`src/rtl/cvc_pkg.sv`:
```
// Package for the convex volume cull test: query codes, register map,
// plane packing and the control word that travels down the cell chain.
// No dependencies.
package cvc_pkg;

   // query kinds (code 3 is unused and tests like a sphere)
   localparam logic [1:0] OP_BOX    = 2'd0;
   localparam logic [1:0] OP_SPHERE = 2'd1;
   localparam logic [1:0] OP_POINT  = 2'd2;

   // register map: index = paddr[5:3]
   localparam int         CSR_ADDR_BITS   = 6;
   localparam int         CSR_DATA_BITS   = 64;
   localparam int         CSR_IDX_LSB     = 3;
   localparam logic [2:0] CSR_PLANE_COUNT = 3'd0;
   localparam int         PLANE_REGS      = 6;

   // plane packing: nx, ny, nz Q1.14 and d Q11.4, 16 bits each
   localparam int NORMAL_BITS = 16;
   localparam int NORMAL_FRAC = 14;
   localparam int NX_LSB      = 0;
   localparam int NY_LSB      = 16;
   localparam int NZ_LSB      = 32;
   localparam int D_LSB       = 48;

   typedef logic [CSR_DATA_BITS-1:0] plane_type;

   // control word carried next to each query along the chain
   typedef struct packed {
      logic       valid;
      logic [1:0] opcode;
      logic       in_vol;
   } cell_ctl_type;

endpackage

```
`src/rtl/cvc_cell.sv`:
```
// One plane-test cell: stage 1 forms the six products, stage 2 sums,
// compares and folds the verdict into the query's in-volume flag.
// Depends on cvc_pkg.
module cvc_cell #(
   parameter int COORD_BITS = 16
) (
   input  logic                          clock,
   input  logic                          reset,
   input  logic                          en_i,
   input  cvc_pkg::plane_type            plane_i,
   input  cvc_pkg::cell_ctl_type         ctl_i,
   input  logic signed [COORD_BITS-1:0]  cx_i,
   input  logic signed [COORD_BITS-1:0]  cy_i,
   input  logic signed [COORD_BITS-1:0]  cz_i,
   input  logic        [COORD_BITS-1:0]  hx_i,
   input  logic        [COORD_BITS-1:0]  hy_i,
   input  logic        [COORD_BITS-1:0]  hz_i,
   input  logic signed [COORD_BITS-1:0]  mg_i,
   output cvc_pkg::cell_ctl_type         ctl_o,
   output logic signed [COORD_BITS-1:0]  cx_o,
   output logic signed [COORD_BITS-1:0]  cy_o,
   output logic signed [COORD_BITS-1:0]  cz_o,
   output logic        [COORD_BITS-1:0]  hx_o,
   output logic        [COORD_BITS-1:0]  hy_o,
   output logic        [COORD_BITS-1:0]  hz_o,
   output logic signed [COORD_BITS-1:0]  mg_o
);
   import cvc_pkg::*;

   localparam int PW = COORD_BITS + NORMAL_BITS;      // one product
   localparam int RW = PW + 2;                        // sum of three
   // room for dist plus reach, and for d or margin scaled to Q.18
   localparam int DW = ((RW > NORMAL_BITS + NORMAL_FRAC)
                        ? RW : (NORMAL_BITS + NORMAL_FRAC)) + 3;

   logic signed [NORMAL_BITS-1:0] nx, ny, nz, d;
   logic        [NORMAL_BITS-1:0] anx, any, anz;

   // stage 1
   cell_ctl_type                 s1_ctl_ff;
   logic signed [PW-1:0]         px_ff, py_ff, pz_ff;
   logic        [PW-1:0]         rx_ff, ry_ff, rz_ff;
   logic signed [PW-1:0]         px_in, py_in, pz_in;
   logic        [PW-1:0]         rx_in, ry_in, rz_in;
   logic signed [COORD_BITS-1:0] s1_cx_ff, s1_cy_ff, s1_cz_ff, s1_mg_ff;
   logic        [COORD_BITS-1:0] s1_hx_ff, s1_hy_ff, s1_hz_ff;

   // stage 2
   cell_ctl_type                 s2_ctl_ff, s2_ctl_in;
   logic signed [COORD_BITS-1:0] s2_cx_ff, s2_cy_ff, s2_cz_ff, s2_mg_ff;
   logic        [COORD_BITS-1:0] s2_hx_ff, s2_hy_ff, s2_hz_ff;
   logic        [RW-1:0]         box_reach;
   logic signed [DW-1:0]         plane_dist, reach, slack;

   assign nx = $signed(plane_i[NX_LSB +: NORMAL_BITS]);
   assign ny = $signed(plane_i[NY_LSB +: NORMAL_BITS]);
   assign nz = $signed(plane_i[NZ_LSB +: NORMAL_BITS]);
   assign d  = $signed(plane_i[D_LSB  +: NORMAL_BITS]);

   // |n|; the most negative code maps to 2.0 exactly
   assign anx = nx[NORMAL_BITS-1] ? (~nx + 1'b1) : nx;
   assign any = ny[NORMAL_BITS-1] ? (~ny + 1'b1) : ny;
   assign anz = nz[NORMAL_BITS-1] ? (~nz + 1'b1) : nz;

   assign px_in = cx_i * nx;
   assign py_in = cy_i * ny;
   assign pz_in = cz_i * nz;
   assign rx_in = hx_i * anx;
   assign ry_in = hy_i * any;
   assign rz_in = hz_i * anz;

   always_ff @(posedge clock) begin
      if (reset) begin
         s1_ctl_ff <= '0;
      end else begin
         s1_ctl_ff <= ctl_i;
      end
   end

   always_ff @(posedge clock) begin
      px_ff    <= px_in;
      py_ff    <= py_in;
      pz_ff    <= pz_in;
      rx_ff    <= rx_in;
      ry_ff    <= ry_in;
      rz_ff    <= rz_in;
      s1_cx_ff <= cx_i;
      s1_cy_ff <= cy_i;
      s1_cz_ff <= cz_i;
      s1_hx_ff <= hx_i;
      s1_hy_ff <= hy_i;
      s1_hz_ff <= hz_i;
      s1_mg_ff <= mg_i;
   end

   // reject when dist + reach < 0, all in Q.18
   always_comb begin
      box_reach = RW'(rx_ff) + RW'(ry_ff) + RW'(rz_ff);
      plane_dist = DW'(px_ff) + DW'(py_ff) + DW'(pz_ff) - (DW'(d) <<< NORMAL_FRAC);
      case (s1_ctl_ff.opcode)
         OP_BOX:              reach = $signed(DW'(box_reach));
         OP_SPHERE, OP_POINT: reach = DW'(s1_mg_ff) <<< NORMAL_FRAC;
         default:             reach = DW'(s1_mg_ff) <<< NORMAL_FRAC;
      endcase
      slack = plane_dist + reach;
      s2_ctl_in        = s1_ctl_ff;
      s2_ctl_in.in_vol = s1_ctl_ff.in_vol && !(en_i && slack[DW-1]);
   end

   always_ff @(posedge clock) begin
      if (reset) begin
         s2_ctl_ff <= '0;
      end else begin
         s2_ctl_ff <= s2_ctl_in;
      end
   end

   always_ff @(posedge clock) begin
      s2_cx_ff <= s1_cx_ff;
      s2_cy_ff <= s1_cy_ff;
      s2_cz_ff <= s1_cz_ff;
      s2_hx_ff <= s1_hx_ff;
      s2_hy_ff <= s1_hy_ff;
      s2_hz_ff <= s1_hz_ff;
      s2_mg_ff <= s1_mg_ff;
   end

   assign ctl_o = s2_ctl_ff;
   assign cx_o  = s2_cx_ff;
   assign cy_o  = s2_cy_ff;
   assign cz_o  = s2_cz_ff;
   assign hx_o  = s2_hx_ff;
   assign hy_o  = s2_hy_ff;
   assign hz_o  = s2_hz_ff;
   assign mg_o  = s2_mg_ff;

   // a query rejected upstream never comes back inside
   a_reject_sticky: assert property (@(posedge clock) disable iff (reset)
      (s1_ctl_ff.valid && !s1_ctl_ff.in_vol) |=> !s2_ctl_ff.in_vol)
      else $error("rejected query turned inside");

endmodule

```
`config.mk`:
```
export PLATFORM = sky130hd
export DESIGN_NAME = cvc_cell
export DESIGN_NICKNAME = d
export VERILOG_FILES = /design/src/rtl/cvc_pkg.sv /design/src/rtl/cvc_cell.sv
export SDC_FILE = /design/constraint.sdc
export NUM_CORES = 2
export LEC_CHECK = 0
export BUFFER_PORTS_ARGS = -buffer_cell sky130_fd_sc_hd__buf_4
export CAP_MARGIN = 0
export CORE_ASPECT_RATIO = 1.5
export CORE_MARGIN = 4
export CORE_UTILIZATION = 55
export DETAILED_ROUTE_END_ITERATION = 8
export PLACE_DENSITY = 0.72
export SYNTH_ARGS = -nofsm -noshare
export SYNTH_HDL_FRONTEND = slang
export SYNTH_SLANG_ARGS = --single-unit
```
`constraint.sdc`:
```
create_clock -name clock -period 8.8 [get_ports clock]
set_clock_uncertainty 0.15 [all_clocks]
set_input_delay 0.44 -clock clock [delete_from_list [all_inputs] [get_ports clock]]
set_output_delay 0.44 -clock clock [all_outputs]
set_load 0.05 [all_outputs]
```
==> metrics <==
largest net degree at the start of global routing=45; via count of the routed design=50.24k; Hold WC Path Type=input port to flop; clock-pin slew on the worst setup and hold paths=0.07 ns; Setup CP Type=input port to flop; clk buf depth=3; Area Overhead vs Synth=9.142%; Port Buf Inserts=298; Die ar.=132300 sq um; All-Layer GR Usage=28.94%; core area=125300 sq um; Max-cap violations=0; multi-input logic area=53700 sq um; CP Launch Point=plane_i[32]; CP max FO=34; slowest cell on the critical path=o41ai_1; top cell family by delay on the critical path=adder cells; critical path capture point type=flop; Filler Cell Count=10.70k; most common cell after layout, fill and taps aside=inv_1; Post-CTS Hold Fix Bufs=118; Mapped Area=69550 sq um; crit path DAT=7.93 ns; DP Worst Slack=0.6469 ns; Slew headroom=26.20%; sequential fraction of the synthesis area=12.20%; antenna violations before repair=7; final critical-path required period=7.548 ns; startpoint types=input port; Root Buffer=clkbuf_16; Post-synth ARST share=0%; first-pass GRT wire length=299500 um; Sequential Area=8488 sq um; leading area contributor after synthesis=fa_1; Hold Crit Start=plane_i[32]; H-tree depth=2; Avg WL per Cell=19.97 um; most frequent CP cell=fa_1; Fin Setup TNS=0 ns; RePlAce Congestion=0.9393; clk sink count=424; CTS tree=done; EDFF count, synth=0; Total Nets Final=9902; Initial Utilization=55.50%; run status=complete, no violations; r2r endpoint=ctl_o[0]$_SDFF_PP0_; syn nets=9649; vias in the first global route=57.06k; Tcrit/Tclk final=85.77%; final WL=184500 um; DR iter-0 viols=2898; max-slew violations=0; Post-synth top flop=dfxtp_1; Die Height=443.5 um; CP bufs+invs=6; Least-Margin Pin Slew=1.099 ns; Hold Violations, Final=0; Synth top area share=42.74%; Setup-failing EPs final=0; vias per cell=5.436; Post-CTS Resized=0; later-pin clock latency in the skew report=0.66 ns; top post-synthesis cells by area=fa_1 (43%), dfxtp_1 (12%), ha_1 (12%), inv_1 (9.2%), and2_1 (5.0%); Ys Warns=0; IO Count=299; die width=298.4 um; commonest non-fill, non-tap cells in the layout=inv_1 (1705), fa_1 (1485), nand2_1 (911); Post-CTS Setup Bufs=0; DRC=0; Antenna Violating Nets Remaining=0; max frequency=0.1325 GHz; #FFs+latches synth=424; Rows=159; FF-to-FF Start=rx_ff[1]$_DFF_P_; layout cells sized above 1=6.238%; max incr delay on CP=0.71 ns; Critical Path RT=9.18 ns; Reg2Reg Depth=24; destination of the worst hold path=pz_ff[0]$_DFF_P_; Yosys cell types=89; Post-Synthesis Cells=7341; Avg Inst Size Synth=9.475 sq um; grt total ovfl=0; RSZ-0062 raised after global routing=no; hold-critical path depth=2; first drt pass iteration count=8; internal reg-to-reg setup slack=2.60 ns; Num CTS Buffers=46; post-DP HPWL=148300 um; final setup margin=1.252 ns
Yosys cell counts, drive strengths merged, types with 6 or more instances:
| library cell | n |
|---|---|
| inv | 1705 |
| fa | 1485 |
| nand2 | 911 |
| ha | 640 |
| and2 | 554 |
| dfxtp | 424 |
| clkbuf | 235 |
| xnor2 | 186 |
| a21oi | 182 |
| nor2b | 134 |
| nor2 | 125 |
| o21ai | 113 |
| nand2b | 93 |
| a21o | 81 |
| xor2 | 55 |
| nor3 | 51 |
| o21bai | 37 |
| nand3 | 32 |
| o21a | 30 |
| a211oi | 27 |
| nand4 | 23 |
| buf | 22 |
| a31oi | 17 |
| and3 | 16 |
| o31ai | 16 |
| or3 | 14 |
| o41ai | 12 |
| nor4 | 11 |
| o211ai | 9 |
| a21boi | 8 |
| a2111oi | 7 |
| a31o | 6 |
| nor3b | 6 |
| o22ai | 6 |
cells by family after synthesis:
logic type	Yosys count	share of synthesized area (%)
adders and majority gates	2125	54.25
and+or+nand+nor	1994	14.21
buffers and inverters	1963	10.62
AOI/OAI and AO/OA	588	5.591
DFF	424	12.20
xor gates and xnor gates	241	3.035
muxes	6	0.08815
how the worst max path moves through the flow:
stage	end	slack [ns]	depth (start not counted)
2_1_floorplan	ry_ff[30]$_DFF_P_	1.48	29
3_5_place_dp	rz_ff[31]$_DFF_P_	0.65	28
5_1_grt	rz_ff[31]$_DFF_P_	0.88	28
3_3_place_gp	rz_ff[31]$_DFF_P_	0.79	28
4_1_cts	rz_ff[31]$_DFF_P_	1.32	28
6_report	rz_ff[31]$_DFF_P_	1.25	28
routing by layer:
metal	global-route usage (%)	wire length, um	vias up
met5	0	0	-
met4	15.97	12340	0
met3	3.923	9851	627
met2	53.35	97330	1709
met1	32.14	65010	25570
li1	-	-	22330
sequential cells by signal, summed over array words and instances (netlist names), 32 cells and up:
register  cells
pz_ff        32
rz_ff        32
rx_ff        32
px_ff        32
ry_ff        32
py_ff        32
worst register-to-register path: stages (launching register included):
cell,delay [ns]
dfxtp_1,0.37
fa_1,0.52
ha_1,0.25
fa_1,0.49
a211oi_2,0.30
o211ai_1,0.17
a41oi_2,0.35
a21boi_1,0.18
o41ai_4,0.45
o21ai_1,0.17
a21oi_1,0.20
xnor2_1,0.15
a21oi_1,0.15
fa_1,0.55
inv_1,0.04
ha_1,0.28
a21o_1,0.18
a21o_1,0.17
a21o_1,0.18
a21o_1,0.17
a21o_1,0.17
a21oi_1,0.14
nand2_1,0.06
mux2i_1,0.13
a21oi_1,0.10
final cells by class:
| type | instances | share of cell area, % |
|---|---|---|
| tap | 1610 | 2.654 |
| inverter | 1706 | 8.436 |
| timing repair buffer | 462 | 4.958 |
| clock buffer | 49 | 1.558 |
| antenna | 2 | 0.006593 |
| clock inverter | 36 | 0.4697 |
| multi-input combinational | 4954 | 70.74 |
| sequential | 424 | 11.18 |
stage by stage:
step | instances | hold slack, ns | instance area [sq um] | utilization (%)
2_1_floorplan | 7341 | 0.1596 | 69550 | -
3_3_place_gp | 9038 | 0.1596 | 73190 | 58.39
3_5_place_dp | 9038 | 0.1621 | 73190 | 58.39
4_1_cts | 9241 | 0.05882 | 75910 | 60.57
5_1_grt | 9242 | 0.08300 | 75910 | 60.57
6_report | 9243 | 0.1049 | 75910 | 60.57
Power is left out: the tool's default activity adds up to more than one toggle a clock period on the data nets, which glitch-free logic cannot reach.
